$ cat src/sv/uvs_pkg.sv
package uvs_pkg;

  // index width: holds 0..64 and any effective side count
  localparam int KW = 7;
  // fraction bits of the phase divider
  localparam int FW = 32;
  localparam int CORDIC_STEPS = 24;
  localparam int QDEPTH = 2;
  localparam int DEF_MAX_SIDES = 64;
  localparam logic signed [32:0] CORDIC_START = 33'sd652032874;

  // corner walk: bit k is the ring / band step of corner k
  localparam logic [5:0] RING_STEP = 6'b101100;
  localparam logic [5:0] BAND_STEP = 6'b110010;
  localparam logic [2:0] LAST_CORNER = 3'd5;
  localparam logic [1:0] LAST_SLOT = 2'd3;

  // register indexes
  localparam logic CFG_DIAMETER = 1'b0;
  localparam logic CFG_SIDES = 1'b1;

  typedef struct packed {
    logic [5:0] ring_index;
    logic [5:0] band_index;
  } in_item_t;

  typedef struct packed {
    logic signed [15:0] pos_x;
    logic signed [15:0] pos_y;
    logic signed [15:0] pos_z;
    logic signed [15:0] norm_x;
    logic signed [15:0] norm_y;
    logic signed [15:0] norm_z;
    logic [16:0] tex_u;
    logic [16:0] tex_v;
    logic [2:0] corner;
    logic last;
  } out_item_t;

  // clamped patch indices held in the queue
  typedef struct packed {
    logic [KW-1:0] ring;
    logic [KW-1:0] band;
  } patch_t;

  // one angle job: slots 0,1 are ring i,i+1; slots 2,3 are band u,u+1
  typedef struct packed {
    logic valid;
    logic [1:0] slot;
    logic [KW-1:0] k;
  } job_t;

  typedef struct packed {
    logic valid;
    logic [1:0] slot;
    logic [31:0] phase;
    logic [16:0] tex;
  } trig_t;

  typedef struct packed {
    logic signed [17:0] c;
    logic signed [17:0] s;
    logic [16:0] tex;
  } ang_t;

  typedef struct packed {
    logic valid;
    logic [1:0] slot;
    ang_t ang;
  } trig_res_t;

  // arctangent of 2^-k in 2^-32 turns
  function automatic logic signed [32:0] atan_turn(input int k);
    logic signed [32:0] v;
    case (k)
      0: v = 33'sd536870912;
      1: v = 33'sd316933406;
      2: v = 33'sd167458907;
      3: v = 33'sd85004756;
      4: v = 33'sd42667331;
      5: v = 33'sd21354465;
      6: v = 33'sd10679838;
      7: v = 33'sd5340245;
      8: v = 33'sd2670163;
      9: v = 33'sd1335087;
      10: v = 33'sd667544;
      11: v = 33'sd333772;
      12: v = 33'sd166886;
      13: v = 33'sd83443;
      14: v = 33'sd41722;
      15: v = 33'sd20861;
      16: v = 33'sd10430;
      17: v = 33'sd5215;
      18: v = 33'sd2608;
      19: v = 33'sd1304;
      20: v = 33'sd652;
      21: v = 33'sd326;
      22: v = 33'sd163;
      23: v = 33'sd81;
      default: v = 33'sd0;
    endcase
    return v;
  endfunction

endpackage

$ cat src/sv/uvs_top_note.sv
module uvs_sides_clamp import uvs_pkg::*; #(
  parameter int MAX_SIDES = DEF_MAX_SIDES
) (
  input  logic [6:0]    sides,
  output logic [KW-1:0] n_eff
);

  // sides below 3 act as 3, above the maximum as the maximum
  always_comb begin
    if (sides < 7'd3) begin
      n_eff = KW'(3);
    end else if (32'(sides) > MAX_SIDES) begin
      n_eff = KW'(MAX_SIDES);
    end else begin
      n_eff = KW'(sides);
    end
  end

endmodule

$ cat config.mk
export PLATFORM = sky130hd
export DESIGN_NAME = uvs_sides_clamp
export DESIGN_NICKNAME = d
export VERILOG_FILES = /design/src/sv/uvs_pkg.sv /design/src/sv/uvs_top_note.sv
export SDC_FILE = /design/constraint.sdc
export NUM_CORES = 1
export LEC_CHECK = 0
export ABC_AREA = 1
export BUFFER_PORTS_ARGS = -buffer_cell sky130_fd_sc_hd__buf_2
export CELL_PAD_IN_SITES_DETAIL_PLACEMENT = 1
export CELL_PAD_IN_SITES_GLOBAL_PLACEMENT = 2
export CORE_AREA = 5 5 42 44
export DETAILED_ROUTE_END_ITERATION = 16
export DIE_AREA = 0 0 47 49
export PLACE_DENSITY_LB_ADDON = 0.25
export SYNTH_ARGS = -nofsm -noshare
export SYNTH_HDL_FRONTEND = slang
export SYNTH_SLANG_ARGS = --single-unit
$ cat constraint.sdc
create_clock -name vclk -period 0.8
set_input_delay 0.08 -clock vclk [all_inputs]
set_output_delay 0.08 -clock vclk [all_outputs]
set_load 0.01 [all_outputs]
**Word level (Yosys, flattened, before mapping)**

Cells that the tools add are included.

- Flip-flop bits (word level): 0
- Input bits: 7
- Word-level logic and storage cells: 4

- Order comparisons: 2
- Multiplexer cells: 2

Operators by type and width:

| cell | number |
|---|---|
| 7-bit two-way mux | 2 |
| 7-bit > comparator, second input constant | 1 |
| 7-bit by 2-bit less-than comparator with 1-bit output, second input constant | 1 |

**Depth between registers and ports, before layout**

Gate-level depths: netlist (run 1).

- Word-level depth: 3
- Mapped depth: 3

**Worst setup path after synthesis (run 1)**

OpenSTA, ideal clock, no wires.

- Path kind: input to output
- Start: in sides[4]
- End: out n_eff[2]
- Arrival: 0.515 ns
- Data required time: 0.720 ns
- Setup slack: 0.205 ns
- Cell stages on the path: 3
- Buffers on the path: 0
- Cells stage by stage: nor2_1 -> nand3_1 -> a21oi_1

- Longest elaborated chain between the ends: 3
- Elaborated cells on any way between the ends: 4

Ends and longest elaborated chain:

| what | line | source |
|---|---|---|
| start, declared | uvs_top_note.sv:4 | `input logic [6:0] sides,` |
| 7-bit > comparator | uvs_top_note.sv:12 | `end else if (32'(sides) > MAX_SIDES) begin` |
| 7-bit two-way mux | uvs_top_note.sv:12 |  |
| 7-bit two-way mux * | uvs_top_note.sv:10 | `if (sides < 7'd3) begin` |
| end, declared | uvs_top_note.sv:5 | `output logic [KW-1:0] n_eff` |

Mark *: on every way between the ends. The rest lies on a longest branch, timed or not.

**Final worst setup path (run 1)**

- Start: in sides[5]
- End: out n_eff[5]

Same word-level chain as after synthesis.

==> results of run 1 <==
[path summary, 6_finish.rpt]
path	start	endpoint	cells past startpoint
min	sides[4]	n_eff[4]	4
max	sides[5]	n_eff[5]	5
[repair_timing]
| item | in CTS | in global routing |
|---|---|---|
| setup endpoints to repair | 2 | 4 |
| gates cloned | 0 | 0 |
| gates resized for setup | 4 | 15 |
| pin swaps | 1 | 5 |
| buffers inserted | 0 | 0 |
[metrics by stage]
| stage | TNS [ns] | instances | worst slack, ns |
|---|---|---|---|
| after floorplan | 0 | 18 | 0.205 |
| after global placement | 0 | 47 | 0.00322 |
| after detailed placement | -0.0740 | 47 | -0.0536 |
| after CTS | 0 | 47 | 0.000403 |
| after global routing | -0.0168 | 47 | -0.0161 |
| final | 0 | 47 | 0.0355 |
[layer usage]
layer,part of all wire,routed length [um]
met2,0.41,178
met4,0,0
met3,0.16,67
met5,0,0
met1,0.43,186
[power by group]
part	internal, mW	total, mW	switching, mW
Combinational	0.0552	0.109	0.0535
Clock	0	0	0
Sequential	0	0	0
[area by class of cell]
cell class | count | area [um^2]
fill | 179 | 1170
inverter | 6 | 22.5
multi-input combinational | 11 | 82.6
tap | 16 | 20.0
timing repair buffer | 14 | 101
[critical path: stages]
cell	delay, ns
buf_6	0.10
nor2_4	0.11
nand3_2	0.11
a21oi_2	0.15
buf_2	0.14
[cells by family (layout without fill, tap and decap cells)]
group / count (synthesis) / in the layout / share of synthesized area
buf+inv: 7 / 20 / 0.356
compound gates: 4 / 4 / 0.271
simple gates: 7 / 7 / 0.373
[cell usage in the layout, fill, tap and decap left out, drive strengths merged]
| cell | n |
|---|---|
| inv | 6 |
| nand3 | 1 |
| a21oi | 4 |
| nand2 | 1 |
| buf | 14 |
| nor2 | 5 |
==> metrics, run 1 <==
initial antenna violation count=0; commonest cells in the netlist=6 x inv_1, 5 x nor2_1, 4 x a21oi_1; Syn Nets=25; # nets final=40; Post-Syn Area=73.8 um^2; worst setup path class=in -> out; die area=2300 um^2; starting density of the core=0.0527; # setup viols final=0; input/output buffers=14; io pins=14; minimum hold slack=0.455 ns; Vias/cell=~3.3; CP Max Fanout=2; synthesis-to-layout area growth=207%; proportion of layout cells with a drive suffix above 1=0.645; Fmax=~1300 MHz; Slew @ Worst Pin=0.141 ns; Antenna Nets Post-Route=0; Final Hold Vio Count=0; global route hottest layer=met1; dpl cell area=160 um^2; sequential standard cell area=0 um^2; routed wire length=roughly 430 um; first-pass GRT wire length=approximately 570 um; Mean Syn Cell Area=4.10 um^2; vias=154; M3 GR Usage=0.00738; Die Ht=just under 50 um; top-count cell post-synth=inv_1; vias in the first global route=141; Pwr Density=480 nW/um^2; element type at the critical path start=input port; Area contributors post-synth=inv_1 31%, a21oi_1 27%, nor2_1 25%; hold crit path type=in -> out; Ys Warns=0; grt met2 use=0.0430; clock buf count=0; Core ar.=between 1000 and 1500 um^2; WL/cell=9.17 um; largest net degree at the start of global routing=8; Crit path required time=0.72 ns; outcome=finished, final reports clean; Arr. time, crit path=a little under 0.7 ns; Slew HR=0.906; Final Cell Area=226 um^2; DRC=0; CTS Hold Bufs=0; Final Wtd Congestion=0.632; Final min period=roughly 0.76 ns; area leader, netlist=inv_1; leakage=between 0.1 and 0.15 nW; gr usage total=0.0302; num rows=14; Final Power=0.109 mW; final worst path period share=0.956; post-synthesis sequential area ratio=0; max cap viols=0; Slew Limit Fails=0; Post-DP HPWL=about 360 um; Iter 0 DRT Violations=1; top-area cell type share of the netlist area=0.305; sequential cell count=0; peak supply drop=about 0.00011 V; # diodes=0; final core occ=0.162; die width=47 um; Post-Syn Instances=18; Synth cell types=6; DR pass1 iterations=2; grt total ovfl=0; M1 GR Usage=0.0478; Setup crit end kind=output pin
(Power assumes the default switching activity.)
==> inputs of run 2 (changes only) <==
ABC_AREA = default   (was 1)
clock period = 0.9 ns   (was 0.8 ns; I/O delays follow)
==> metrics, run 2 <==
WL/cell=8.97 um (-2.1%); minimum hold slack=0.468 ns (+0.0130 ns); element type at the critical path start=input port; worst setup path class=in -> out; sequential standard cell area=0 um^2 (unchanged); CP Max Fanout=2 (unchanged); top-area cell type share of the netlist area=0.435 (+0.130); Mean Syn Cell Area=5.76 um^2 (+40%); Iter 0 DRT Violations=0 (-1); Crit path required time=0.81 ns (+0.09 ns); clock buf count=0 (unchanged); Int Power=0.0339 mW (-39%); Worst Slack Setup Final=-0.178 ns (-0.213 ns); commonest cells in the netlist=4 x nor2b_1, 2 x a21oi_1, 2 x inv_1; die width=47 um (unchanged); Final Hold Vio Count=0 (unchanged); most frequent cells in the layout=13 x buf_2, 4 x nor2b_1, 2 x inv_1, 2 x a21oi_2; DR pass1 iterations=1 (-1); Flop pwr share=0 (unchanged); Post-Syn Area=57.6 um^2 (-22%); Final min period=1.08 ns; cell total after placement=39 (-17%); synthesis-to-layout area growth=174%; Final Power=0.0655 mW (-40%); violated checks=setup timing; first-pass GRT wire length=496 um (-12%); worst-path cell chain=buf_6 -> or4_4 -> a21oi_2 -> buf_2; switch share=0.482 (-0.0101); proportion of layout cells with a drive suffix above 1=0.739 (+0.0940); vias=110 (-29%); post-synthesis sequential area ratio=0 (unchanged); starting density of the core=0.0411 (-0.0116); vias in the first global route=106 (-25%); non-filler cells, final=39 (-17%); M3 GR Usage=0 (-0.00738); most common cell after layout, fill and taps aside=buf_2; Syn Nets=17 (-32%); Slew HR=0.913 (+0.00734); Slew Limit Fails=0 (unchanged); Final Wtd Congestion=0.649 (+2.6%); RSZ-0062 raised after global routing=yes; routed wire length=350 um (-19%); num rows=14 (unchanged); Core ar.=1400 um^2 (unchanged); gr usage total=0.0274 (-0.00281); hold crit path type=in -> out; leakage=0.0873 nW (-29%); Fmax=928 MHz; # nets final=32 (-20%); grt total ovfl=0 (unchanged); Ys Warns=0 (unchanged); # setup viols final=2 (+2); Arr. time, crit path=0.99 ns (+0.31 ns); outcome=finished with violations; input/output buffers=14 (unchanged); Setup crit end kind=output pin; initial antenna violation count=0 (unchanged); Slew @ Worst Pin=0.130 ns (-0.0110 ns); Synth cell types=5 (-1); CP peak stage delay=0.54 ns (+0.39 ns); die area=2300 um^2 (unchanged); Combinational Power Share=1.000 (about the same); clock share of power=0 (unchanged); Vias/cell=2.82 (-14%); CTS Hold Bufs=0 (unchanged); area leader, netlist=nor2b_1; Die Ht=49 um (unchanged); largest net degree at the start of global routing=8 (unchanged); global route hottest layer=met1; io pins=14 (unchanged); M1 GR Usage=0.0522 (+0.00435); max cap viols=0 (unchanged); grt met2 use=0.0339 (-0.00905); Area contributors post-synth=nor2b_1 43%, or4_4 20%, a21oi_1 17%; DRC=0 (unchanged); final worst path period share=1.20; Pwr Density=416 nW/um^2 (-13%); peak supply drop=0.0000852 V (-20%); Place WS=-0.213 ns (-0.159 ns); sequential cell count=0 (unchanged); top-count cell post-synth=nor2b_1; NetSw=0.0316 mW (-41%); # diodes=0 (unchanged); Post-Syn Instances=10 (-8); Antenna Nets Post-Route=0 (unchanged); slowest CP cell=or4_4
## run 2: cell types whose count changed in the layout (fill, tap and decap cells not counted), sizes merged, moves of 2 or more
cell / before / now
a21oi: 4 / 2
inv: 6 / 2
nor2: 5 / 0
nor2b: 0 / 4
## run 2: worst paths after layout
path,startpoint,endpoint,cells after the start
hold / removal,sides[6],n_eff[6],2
setup / recovery,sides[2],n_eff[0],4
## run 2: cell type report
cell class	count	area, um^2
Fill cell	178	1240
Inverter	2	7.51
Multi-Input combinational cell	7	53.8
Tap cell	16	20.0
Timing Repair Buffer	14	76.3
## run 2: routing by layer
layer / vias to the layer above / part of all wire
met5: - / 0
met4: 0 / 0
met3: 0 / 0.13
met2: 12 / 0.24
met1: 40 / 0.62
li1: 58 / -
## run 2: power groups by stage
stage / sequential, mW / combinational, mW / clock (mW)
2_1_floorplan: 0 / 0.0241 / 0
3_3_place_gp: 0 / 0.0607 / 0
5_1_grt: 0 / 0.0732 / 0
3_5_place_dp: 0 / 0.0612 / 0
4_1_cts: 0 / 0.0676 / 0
6_report: 0 / 0.0655 / 0
## run 2: what timing repair did
action                                  4_1_cts  5_1_grt
pin swaps                                     3        0
resized for setup                             3        0
endpoints found under the setup margin        2        2
setup buffers                                 0        0
## run 2: through the flow
stage	TNS, ns	cell area, um^2	util
6_report	-0.344	158	0.113
5_1_grt	-0.407	158	0.113
4_1_cts	-0.350	158	0.113
3_5_place_dp	-0.411	144	0.103
3_3_place_gp	-0.414	144	0.103
2_1_floorplan	-0.0852	57.6	-
## run 2: logic make-up (layout without fill, tap and decap cells)
family,Yosys count,count (layout),synth area share
AO/OA/AOI/OAI,2,2,0.174
buffers and inverters,3,16,0.196
AND/OR/NAND/NOR,5,5,0.630
## run 2: worst max-delay path: cells and delay by family
| family | cells | cell delay (ns) |
|---|---|---|
| buffers and inverters | 2 | 0.23 |
| AOI/OAI and AO/OA | 1 | 0.13 |
| and+or+nand+nor | 1 | 0.54 |
