$ cat config.mk
export PLATFORM = sky130hd
export DESIGN_NAME = uvs_front
export DESIGN_NICKNAME = d
export VERILOG_FILES = /design/src/sv/uvs_pkg.sv /design/src/sv/uvs_front.sv
export SDC_FILE = /design/constraint.sdc
export NUM_CORES = 1
export LEC_CHECK = 0
export BUFFER_PORTS_ARGS = -buffer_cell sky130_fd_sc_hd__buf_2
export CORE_ASPECT_RATIO = 1.5
export CORE_MARGIN = 4
export CORE_UTILIZATION = 40
export DETAILED_ROUTE_END_ITERATION = 7
export HOLD_SLACK_MARGIN = 0.15
export PLACE_DENSITY_LB_ADDON = 0.12
export SYNTH_ARGS = -nofsm -noshare
export SYNTH_HDL_FRONTEND = slang
export SYNTH_SLANG_ARGS = --single-unit
$ cat constraint.sdc
create_clock -name clk -period 2.55 [get_ports clk]
set_input_delay 0.51 -clock clk [delete_from_list [all_inputs] [get_ports clk]]
set_output_delay 0.51 -clock clk [all_outputs]
set_load 0.005 [all_outputs]
$ cat src/sv/uvs_pkg.sv
package uvs_pkg;

  // index width: holds 0..64 and any effective side count
  localparam int KW = 7;
  // fraction bits of the phase divider
  localparam int FW = 32;
  localparam int CORDIC_STEPS = 24;
  localparam int QDEPTH = 2;
  localparam int DEF_MAX_SIDES = 64;
  localparam logic signed [32:0] CORDIC_START = 33'sd652032874;

  // corner walk: bit k is the ring / band step of corner k
  localparam logic [5:0] RING_STEP = 6'b101100;
  localparam logic [5:0] BAND_STEP = 6'b110010;
  localparam logic [2:0] LAST_CORNER = 3'd5;
  localparam logic [1:0] LAST_SLOT = 2'd3;

  // register indexes
  localparam logic CFG_DIAMETER = 1'b0;
  localparam logic CFG_SIDES = 1'b1;

  typedef struct packed {
    logic [5:0] ring_index;
    logic [5:0] band_index;
  } in_item_t;

  typedef struct packed {
    logic signed [15:0] pos_x;
    logic signed [15:0] pos_y;
    logic signed [15:0] pos_z;
    logic signed [15:0] norm_x;
    logic signed [15:0] norm_y;
    logic signed [15:0] norm_z;
    logic [16:0] tex_u;
    logic [16:0] tex_v;
    logic [2:0] corner;
    logic last;
  } out_item_t;

  // clamped patch indices held in the queue
  typedef struct packed {
    logic [KW-1:0] ring;
    logic [KW-1:0] band;
  } patch_t;

  // one angle job: slots 0,1 are ring i,i+1; slots 2,3 are band u,u+1
  typedef struct packed {
    logic valid;
    logic [1:0] slot;
    logic [KW-1:0] k;
  } job_t;

  typedef struct packed {
    logic valid;
    logic [1:0] slot;
    logic [31:0] phase;
    logic [16:0] tex;
  } trig_t;

  typedef struct packed {
    logic signed [17:0] c;
    logic signed [17:0] s;
    logic [16:0] tex;
  } ang_t;

  typedef struct packed {
    logic valid;
    logic [1:0] slot;
    ang_t ang;
  } trig_res_t;

  // arctangent of 2^-k in 2^-32 turns
  function automatic logic signed [32:0] atan_turn(input int k);
    logic signed [32:0] v;
    case (k)
      0: v = 33'sd536870912;
      1: v = 33'sd316933406;
      2: v = 33'sd167458907;
      3: v = 33'sd85004756;
      4: v = 33'sd42667331;
      5: v = 33'sd21354465;
      6: v = 33'sd10679838;
      7: v = 33'sd5340245;
      8: v = 33'sd2670163;
      9: v = 33'sd1335087;
      10: v = 33'sd667544;
      11: v = 33'sd333772;
      12: v = 33'sd166886;
      13: v = 33'sd83443;
      14: v = 33'sd41722;
      15: v = 33'sd20861;
      16: v = 33'sd10430;
      17: v = 33'sd5215;
      18: v = 33'sd2608;
      19: v = 33'sd1304;
      20: v = 33'sd652;
      21: v = 33'sd326;
      22: v = 33'sd163;
      23: v = 33'sd81;
      default: v = 33'sd0;
    endcase
    return v;
  endfunction

endpackage

$ cat src/sv/uvs_front.sv
module uvs_front import uvs_pkg::*; (
  input  logic          clk,
  input  logic          rst_n,
  input  logic          start,
  input  in_item_t      in_data,
  input  logic [KW-1:0] n_eff,
  output logic          busy,
  input  logic          q_pop,
  output logic          q_valid,
  output patch_t        q_item
);

  localparam int PW = (QDEPTH > 1) ? $clog2(QDEPTH) : 1;
  localparam int CW = $clog2(QDEPTH + 1);

  patch_t         fifo_r [QDEPTH];
  logic [PW-1:0]  wr_ptr_r, rd_ptr_r;
  logic [CW-1:0]  cnt_r;
  logic           push;
  logic [KW-1:0]  ri, bi;
  patch_t         clamped;

  // saturate indices to the effective side count minus one
  always_comb begin
    ri = KW'(in_data.ring_index);
    bi = KW'(in_data.band_index);
    clamped.ring = (ri >= n_eff) ? n_eff - KW'(1) : ri;
    clamped.band = (bi >= n_eff) ? n_eff - KW'(1) : bi;
  end

  assign busy    = (cnt_r == CW'(QDEPTH));
  assign push    = start && !busy;
  assign q_valid = (cnt_r != '0);
  assign q_item  = fifo_r[rd_ptr_r];

  // queue storage
  always_ff @(posedge clk) begin
    if (push) begin
      fifo_r[wr_ptr_r] <= clamped;
    end
  end

  // queue pointers
  always_ff @(posedge clk) begin
    if (!rst_n) begin
      wr_ptr_r <= '0;
      rd_ptr_r <= '0;
      cnt_r    <= '0;
    end else begin
      if (push) begin
        wr_ptr_r <= (wr_ptr_r == PW'(QDEPTH - 1)) ? '0 : wr_ptr_r + PW'(1);
      end
      if (q_pop) begin
        rd_ptr_r <= (rd_ptr_r == PW'(QDEPTH - 1)) ? '0 : rd_ptr_r + PW'(1);
      end
      cnt_r <= cnt_r + CW'(push) - CW'(q_pop);
    end
  end

endmodule

== Word level (Yosys, flattened, before mapping) ==
Memories as Yosys holds them, arrays and structs flattened. A register that Yosys moved wholly into a read port is not among the register bits.
Cells that the tools add are included.

* Memories: 1
* Memory bits (writable): 28
* Word-level logic and storage cells: 23
* Register bits: 4

* Magnitude comparators: 2
* Add/sub/neg operators: 5
* Reductions and logical operators: 3
* Eq/ne operators: 1
* Mux-type cells: 8

{| class="wikitable"
|+ Memory list
! name !! depth !! width !! read ports !! clocked after memory_dff !! wr ports !! line !! source
|-
| fifo_r || 2 || 14 || 1 || 1 || 1 || uvs_front.sv:16 || <nowiki>patch_t fifo_r [QDEPTH];</nowiki>
|}

{| class="wikitable"
|+ Operator list
! cell !! count
|-
| >= comparator 6 x 7 -> 1 bit || 2
|-
| 2-to-1 mux 7 bit || 2
|-
| subtractor 7 x 1 -> 7 bit (second input constant) || 1
|-
| 2-to-1 mux 1 bit || 6
|-
| adder 1 bit (second input constant) || 2
|-
| adder 2 x 1 -> 2 bit || 1
|-
| equality test 2 bit (second input constant) || 1
|-
| nonzero test 2 bit || 1
|-
| subtractor 2 x 1 -> 2 bit || 1
|-
| logical AND 1 bit || 1
|-
| logical NOT 1 bit || 1
|}

== Longest topological paths before layout ==
Gate-level depths: netlist of the first run.

* Depth after elaboration: 5
* Depth in mapped cells: 8
* Gate-level depth less buffers: 8

== Least setup slack after synthesis of the first run ==
OpenSTA, ideal clock, no wires.

* Path type: input to register
* Start point: input port n_eff[2]
* End point: memory fifo_r[0][2] (netlist name) (data pin)
* Stages on the path: 7
* Path buffers: 1
* Data arrival time: 1.812 ns
* Library setup time: 0.262 ns
* Slack: 0.476 ns
* Path through: inv_1 -> ha_1 -> a211o_1 -> a31oi_1 -> o22a_2 -> buf_6 -> mux2_4

{| class="wikitable"
|+ RTL lines
! item !! line !! source
|-
| from (decl) || uvs_front.sv:6 || <nowiki>input logic [KW-1:0] n_eff,</nowiki>
|-
| to (decl) || uvs_front.sv:16 ||
|}

==> results of run 1 <==
-- power breakdown --
group	switching (W)	internal [W]
clock network	0.000187	0.000188
logic	0.000174	0.000189
registers	0.0000337	0.000700
-- per-stage QoR --
step,cells,hold WS [ns],worst slack (ns)
4_1_cts,221,0.480,0.452
6_report,221,0.481,0.506
3_5_place_dp,213,0.585,0.233
2_1_floorplan,130,0.555,0.476
5_1_grt,221,0.485,0.413
3_3_place_gp,213,0.568,0.263
-- per-layer routing --
metal | vias up | part of all wire, %
met2 | 27 | 52
met1 | 519 | 42
met4 | 0 | 2.2
met5 | - | 0
met3 | 6 | 4.4
li1 | 556 | -
-- sequential cells by signal, summed over array words and instances, names as in the netlist, named ones only --
| name | count |
|---|---|
| cnt_r | 2 |
| fifo_r | 28 |
| wr_ptr_r | 1 |
| rd_ptr_r | 1 |
-- placed cells by master, fill, tap and decap left out, drive strengths merged, types with 3 or more instances in the layout --
master and count:
and2 5, mux2 22, xnor2 6, xor2 3, clkbuf 5, dfxtp 5, mux2i 4, edfxtp 28
inv 13, nor2 4, a21oi 5, buf 39, nand2 3, ha 15
-- worst max path at each step --
stage	slack [ns]	endpoint	start
2_1_floorplan	0.48	fifo_r[0][2]	n_eff[2]
3_3_place_gp	0.26	fifo_r[0][5]	n_eff[2]
3_5_place_dp	0.23	fifo_r[0][3]	n_eff[2]
4_1_cts	0.45	q_item[2]	flip-flop
5_1_grt	0.41	q_item[0]	flip-flop
6_report	0.51	fifo_r[1][3]	n_eff[2]
-- cell families after synthesis --
| logic type | after synthesis |
|---|---|
| flops | 33 |
| simple gates | 22 |
| fa+ha+maj | 15 |
| buf+inv | 15 |
| compound gates | 10 |
| xor+xnor | 9 |
| mux | 26 |
-- area by class of cell --
type / instances / share of cell area, %
sequential: 33 / 44.8
multi-input combinational: 82 / 36.7
timing repair buffer: 39 / 9.40
clock buffer: 5 / 3.27
tap: 46 / 2.74
inverter: 13 / 2.32
clock inverter: 3 / 0.833
==> key figures, run 1 <==
Synth
  • Sequential-to-total area share from yosys stat: 53.0%
  • Distinct cells, synth: 29
  • Ys async rst share: 0%
  • #FFs+latches synth: 33
  • Most frequent cell after synthesis: edfxtp_1
  • Number of flops mapped to enable cells by yosys: 28
  • Post-Synth Adder-Cell Area: 10.6%
  • Synth warn: 0
  • Ranking of synthesized cells by area: edfxtp_1 47%, mux2_2 11%, ha_1 11%, dfxtp_1 5.6%, mux2_4 3.4%
  • Synth Cell Area: roughly 1800 µm²
  • Synth cell count leaders: 28 x edfxtp_1, 18 x mux2_2, 15 x ha_1, 13 x inv_1, 6 x xnor2_1
  • Yosys top cell by area: edfxtp_1
  • Mux contribution to synthesized area: 17.0%
  • Avg Inst Size Synth: 13.7 µm²
  • Combinational family with the most area after synthesis: multiplexers
  • Synth Flop Type: edfxtp_1
  • Synthesized-area fraction occupied by and/or/nand/nor cells: around 7.1%
  • Gate count after technology mapping: 130
  • Post-synth top area share: between 40% and 50%
  • Synth Net Count: 168
  • Post-Synth XOR/XNOR Area: under 10%
  • Compound-gate portion of the synthesized area: 4.23%

Setup path
  • Worst Path Required: 2.57 ns
  • Slowest library cell on the worst path: mux2_4
  • CP Cell Sequence: buf_2 -> inv_1 -> ha_1 -> a211o_1 -> a31oi_1 -> o22a_2 -> mux2_4
  • WP buf/inv: 2
  • CP top delay family: compound AO/OA/AOI/OAI gates
  • Max FO, Critical Path: 7
  • Startpoint types: primary input
  • Slowest stage delay, CP: between 0.3 and 0.4 ns
  • Arr. time, crit path: between 2 and 2.5 ns
  • R2R cell count: 8
  • R2R Path Start: cnt_r[0]
  • Worst Setup End Kind: flip-flop
  • Critical path type: primary input to flip-flop
  • Worst r2r dst: cnt_r[1]
  • WP depth: 7
  • Setup slack, reg-to-reg: 0.94 ns

Timing
  • Final setup viols: 0
  • Unrepaired setup endpoints after global routing: false
  • Setup TNS: 0 ns
  • Worst Tran Pin Value: 0.655 ns
  • Slew Limit Headroom: 56.4%
  • Crit path time final: 2.04 ns
  • Final period utilization: 80.2%
  • Final Hold Fails: 0
  • Max Slew Vio Count: 0
  • Clk_skew: 0.00663 ns
  • Max Clk Rate: around 0.49 GHz

Hold path
  • Hold path endpoint: cnt_r[1]
  • Hold WC Path Type: primary input to flip-flop
  • Hold path depth: 2
  • Worst hold path startpoint: rst_n

Final layout
  • P&R area growth vs syn: 18.3%
  • Fin util: roughly half
  • Antenna Cells: 0
  • Proportion of layout cells with a drive suffix above 1: 41.7%
  • Final std cell area, no fill: 2100 µm²
  • Area of the multi-input gates: approximately 770 µm²
  • Nets@finish: 212
  • Layout fillers: ~400
  • Reg area: 941 µm²

Global route
  • Tot GR Track Use: 11.9%
  • Initial antenna violation count: 0
  • Routing usage on met2: 21.3%
  • First-pass GRT wire length: 5.13 mm
  • GRT busiest layer: met2
  • Grt ovf: 0
  • Met3 usage: under 10%
  • Vias in the first global route: 1135
  • Largest net degree at the start of global routing: 15
  • Met1 usage: 13.0%

CTS
  • Hold_buf cts: 0
  • CTS Buffer Depth: 2
  • CTS tree: built
  • Clk pin slew, worst setup/hold paths: roughly 0.07 ns
  • H-tree levels: 2
  • CTS resizes: 0
  • Clock Latency Late Sink: 0.28 ns
  • Postcts setup bufs: 0
  • Inserted Clock Buffers: 5
  • Clk sinks: 33
  • Root Buffer: clkbuf_8

Pwr
  • Peak VDD IR: 0.448 mV
  • P_leak: 0.935 nW
  • Design Power: 0.00147 W
  • P per Cell Area: 700 nW/µm²

Placed design
  • Number of buffers inserted by port buffering: 38
  • Placed Instance Area: 2020 µm²
  • Dpl hpwl: approximately 2.6 mm
  • RePlAce Congestion: 0.812

Job
  • Max cap viols: 0

Detailed routing
  • DRC Markers: 0
  • TritonRoute pass-1 iters: 4
  • Iteration-0 DRC Markers: 15
  • Mean routed wirelength per cell: 14.4 µm
  • Via Count: around 1100
  • Total wire length: about 3.2 mm
  • Routed Antenna Nets: 0
  • Vias per inst: 5.01

Floorplanning
  • Die height: around 90 µm
  • Chip width: 62.4 µm
  • Starting Density: between 40% and 50%
  • Top Ports: 39
  • Site Rows: 29
  • Die footprint: 5590 µm²
  • CORE AREA: 4250 µm²

Outcome
  • Status: finished clean
Note: power is estimated with default switching activity, not from simulation.
==> run 2: changes to the inputs <==
--- a/config.mk
+++ b/config.mk
@@ -5,6 +5,7 @@
 export SDC_FILE = /design/constraint.sdc
 export NUM_CORES = 1
 export LEC_CHECK = 0
+export ABC_AREA = 1
 export BUFFER_PORTS_ARGS = -buffer_cell sky130_fd_sc_hd__buf_2
 export CORE_ASPECT_RATIO = 1.5
 export CORE_MARGIN = 4
==> constraint.sdc (replaced) <==
create_clock -name clk -period 1.74 [get_ports clk]
set_input_delay 0.348 -clock clk [delete_from_list [all_inputs] [get_ports clk]]
set_output_delay 0.348 -clock clk [all_outputs]
set_load 0.005 [all_outputs]
==> run 2 against run 1 <==
Clock skew fell by 0.0027 ns. Wire length rose by 20%. Count of clock-buffer cells in the layout rose by 1. Register-to-register slack got worse by 0.67 ns. Synthesized cell count rose by 45%. First-iteration DRC count rose by 140%. Setup slack got worse by 0.43 ns. Hold slack got worse by 0.16 ns. Critical endpoint is now q_item[12]. Largest power group unchanged. Highest routed layer unchanged.
==> key figures, run 2 <==
Synth
  • Synth Cell Area: 1890 µm² (+6.5%)
  • Post-synth top area share: 44.4% (-2.9 points)
  • Synth warn: 0 (unchanged)
  • Sequential-to-total area share from yosys stat: 49.7% (-3.2 points)
  • Distinct cells, synth: 25 (-14%)
  • Synth cell count leaders: 47 x nand2_1, 28 x edfxtp_1, 20 x inv_1, 17 x nor2_1, 15 x ha_1
  • #FFs+latches synth: 33 (unchanged)
  • Number of flops mapped to enable cells by yosys: 28 (unchanged)
  • Yosys top cell by area: edfxtp_1
  • Gate count after technology mapping: 189 (+45%)
  • Synth Flop Type: edfxtp_1
  • Synth Net Count: 227 (+35%)
  • Most frequent cell after synthesis: nand2_1
  • Ys async rst share: 0% (unchanged)
  • Ranking of synthesized cells by area: edfxtp_1 44%, ha_1 9.9%, nand2_1 9.3%, mux2_2 8.3%, dfxtp_1 5.3%
  • Avg Inst Size Synth: 10.0 µm² (-27%)

Setup path
  • WP buf/inv: 2 (unchanged)
  • R2R cell count: 8 (unchanged)
  • R2R Path Start: cnt_r[1]
  • Worst r2r dst: cnt_r[1]
  • Worst Path Required: 1.39 ns (-1.18 ns)
  • Startpoint types: flip-flop
  • Slowest stage delay, CP: 0.37 ns (+0.04 ns)
  • Worst Setup End Kind: output pin
  • Arr. time, crit path: 1.31 ns (-0.76 ns)
  • Setup slack, reg-to-reg: 0.27 ns (-0.67 ns)
  • CP Cell Sequence: buf_4 -> mux2_2 -> buf_2
  • Critical path type: flip-flop to output pin
  • Slowest library cell on the worst path: mux2_2
  • Max FO, Critical Path: 14 (+7)
  • CP top delay family: multiplexers

Detailed routing
  • Iteration-0 DRC Markers: 36 (+21)
  • Vias per inst: 4.69 (-6.5%)
  • Mean routed wirelength per cell: 12.2 µm (-15%)
  • Via Count: 1453 (+31%)
  • TritonRoute pass-1 iters: 4 (unchanged)
  • DRC Markers: 0 (unchanged)
  • Total wire length: 3.79 mm (+20%)
  • Routed Antenna Nets: 0 (unchanged)

Timing
  • Final Hold Fails: 0 (unchanged)
  • Final WS setup: 0.0803 ns (-0.426 ns)
  • Worst Tran Pin Value: 0.254 ns (-0.400 ns)
  • Final period utilization: 95.4%
  • Unrepaired setup endpoints after global routing: false
  • Slew Limit Headroom: 83.0% (+27 points)
  • Clk_skew: 0.00396 ns (-0.00267 ns)
  • Max Clk Rate: 0.603 GHz
  • Final setup viols: 0 (unchanged)
  • Crit path time final: around 1.7 ns
  • Max Slew Vio Count: 0 (unchanged)

Job
  • Max cap viols: 0 (unchanged)

Floorplanning
  • CORE AREA: 4540 µm² (+7.0%)
  • Chip width: 64.2 µm (+2.8%)
  • Top Ports: 39 (unchanged)
  • Die height: 92.2 µm (+2.9%)
  • Site Rows: 30 (+3.4%)
  • Die footprint: 5920 µm² (+5.8%)
  • Starting Density: 41.7% (-0.20 points)

Final layout
  • Proportion of layout cells with a drive suffix above 1: 33.7% (-8.0 points)
  • Fin cells: 310 (+40%)
  • Area of the multi-input gates: 863 µm² (+12%)
  • Top reg by flops: fifo_r
  • Nets@finish: 283 (+33%)
  • Reg area: 941 µm² (unchanged)
  • Commonest non-fill, non-tap cells in the layout: 47 x nand2_1, 38 x buf_2, 28 x edfxtp_1, 20 x inv_1, 17 x nor2_1
  • Most common cell after layout, fill and taps aside: nand2_1
  • Antenna Cells: 0 (unchanged)
  • Max reg flops: 28 (unchanged)
  • Regs by FF count: fifo_r (28), cnt_r (2)
  • Layout fillers: 468 (+18%)
  • Final std cell area, no fill: 2330 µm² (+11%)
  • P&R area growth vs syn: 23.3%

Placed design
  • Pre-CTS setup slack: -0.104 ns (-0.337 ns)
  • RePlAce Congestion: 0.806 (-0.65%)
  • Dpl hpwl: 3.14 mm (+22%)
  • Inst Count DP: 302 (+42%)
  • Placed Instance Area: 2250 µm² (+11%)
  • Number of buffers inserted by port buffering: 38 (unchanged)

Pwr
  • P_leak: 1.09 nW (+17%)
  • Peak VDD IR: 0.257 mV (-43%)
  • P per Cell Area: 861 nW/µm² (+23%)
  • Design Power: 0.00201 W (+37%)

Global route
  • Tot GR Track Use: 14.6% (+2.7 points)
  • Initial antenna violation count: 0 (unchanged)
  • Largest net degree at the start of global routing: 15 (unchanged)
  • First-pass GRT wire length: 6.71 mm (+31%)
  • Vias in the first global route: 1556 (+37%)
  • Grt ovf: 0 (unchanged)

CTS
  • Clk sinks: 33 (unchanged)
  • CTS Buffer Depth: 2 (unchanged)
  • H-tree levels: 2 (unchanged)
  • CTS tree: built
  • Hold_buf cts: 0 (unchanged)
  • Root Buffer: clkbuf_8
  • Clock Latency Late Sink: 0.28 ns (about the same)
  • Inserted Clock Buffers: 5 (unchanged)
  • Clk pin slew, worst setup/hold paths: 0.06 ns (about the same)

Outcome
  • Status: finished clean

Hold path
  • Hold WC Path Type: primary input to flip-flop
  • Hold path depth: 3 (+1)
  • Worst hold path startpoint: rst_n
  • Hold path endpoint: cnt_r[0]
run 2: per-stage QoR:
stage | utilization, % | hold WS [ns] | setup TNS (ns)
after global routing | 51.4 | 0.337 | 0
after detailed placement | 49.5 | 0.486 | -1.28
after global placement | 49.5 | 0.476 | -1.12
after CTS | 51.3 | 0.306 | 0
after floorplan | - | 0.441 | 0
final | 51.4 | 0.317 | 0
run 2: layer usage:
metal	vias to the layer above	global-route usage, %	routed length (µm)	share of wire (%)
li1	755	-	-	-
met1	665	14.2	1370	36
met2	28	28.2	2190	58
met3	5	3.31	185	4.9
met4	0	6.70	48	1.3
met5	-	0	0	0
run 2: final cells by class:
| cell class | instances | area share [%] |
|---|---|---|
| flip-flops and latches | 33 | 40.3 |
| repair buffers | 50 | 12.0 |
| clock inverters | 2 | 0.429 |
| clock buffers | 6 | 3.11 |
| inverters | 23 | 3.70 |
| well taps | 64 | 3.43 |
| multi-input cells | 132 | 37.0 |
run 2: what timing repair did:
item / in CTS / in global routing
resized for setup: 0 / 1
setup endpoints to repair: 0 / 1
buffers inserted: 0 / 0
run 2: worst reg2reg max path, cell delays in order (launching register included):
cell and delay [ns]:
dfxtp_1 0.32, inv_1 0.07, o21ai_2 0.21, ha_1 0.27
inv_1 0.05, ha_1 0.14, xnor2_1 0.13, o21ai_0 0.10
a21oi_1 0.11
run 2: report_power, final:
part	switching [W]	internal, W
clock	0.000255	0.000276
combinational	0.000262	0.000216
sequential	0.0000246	0.000975
total	0.000542	0.00147
run 2: cell families after synthesis:
logic type                 Yosys count  share of synthesized area [%]
and+or+nand+nor                     88                           21.1
DFF                                 33                           49.7
buffers and inverters               24                           4.83
adders and majority gates           15                           9.92
muxes                               14                           8.33
AOI/OAI and AO/OA                    9                           3.31
xor gates and xnor gates             6                           2.78
run 2: how the worst max path moves through the flow:
stage                     to  cells after the start
3_5_place_dp    fifo_r[0][0]                      9
5_1_grt           q_item[12]                      3
6_report          q_item[12]                      3
3_3_place_gp    fifo_r[1][3]                      9
4_1_cts           q_item[12]                      3
2_1_floorplan  fifo_r[0][10]                      8
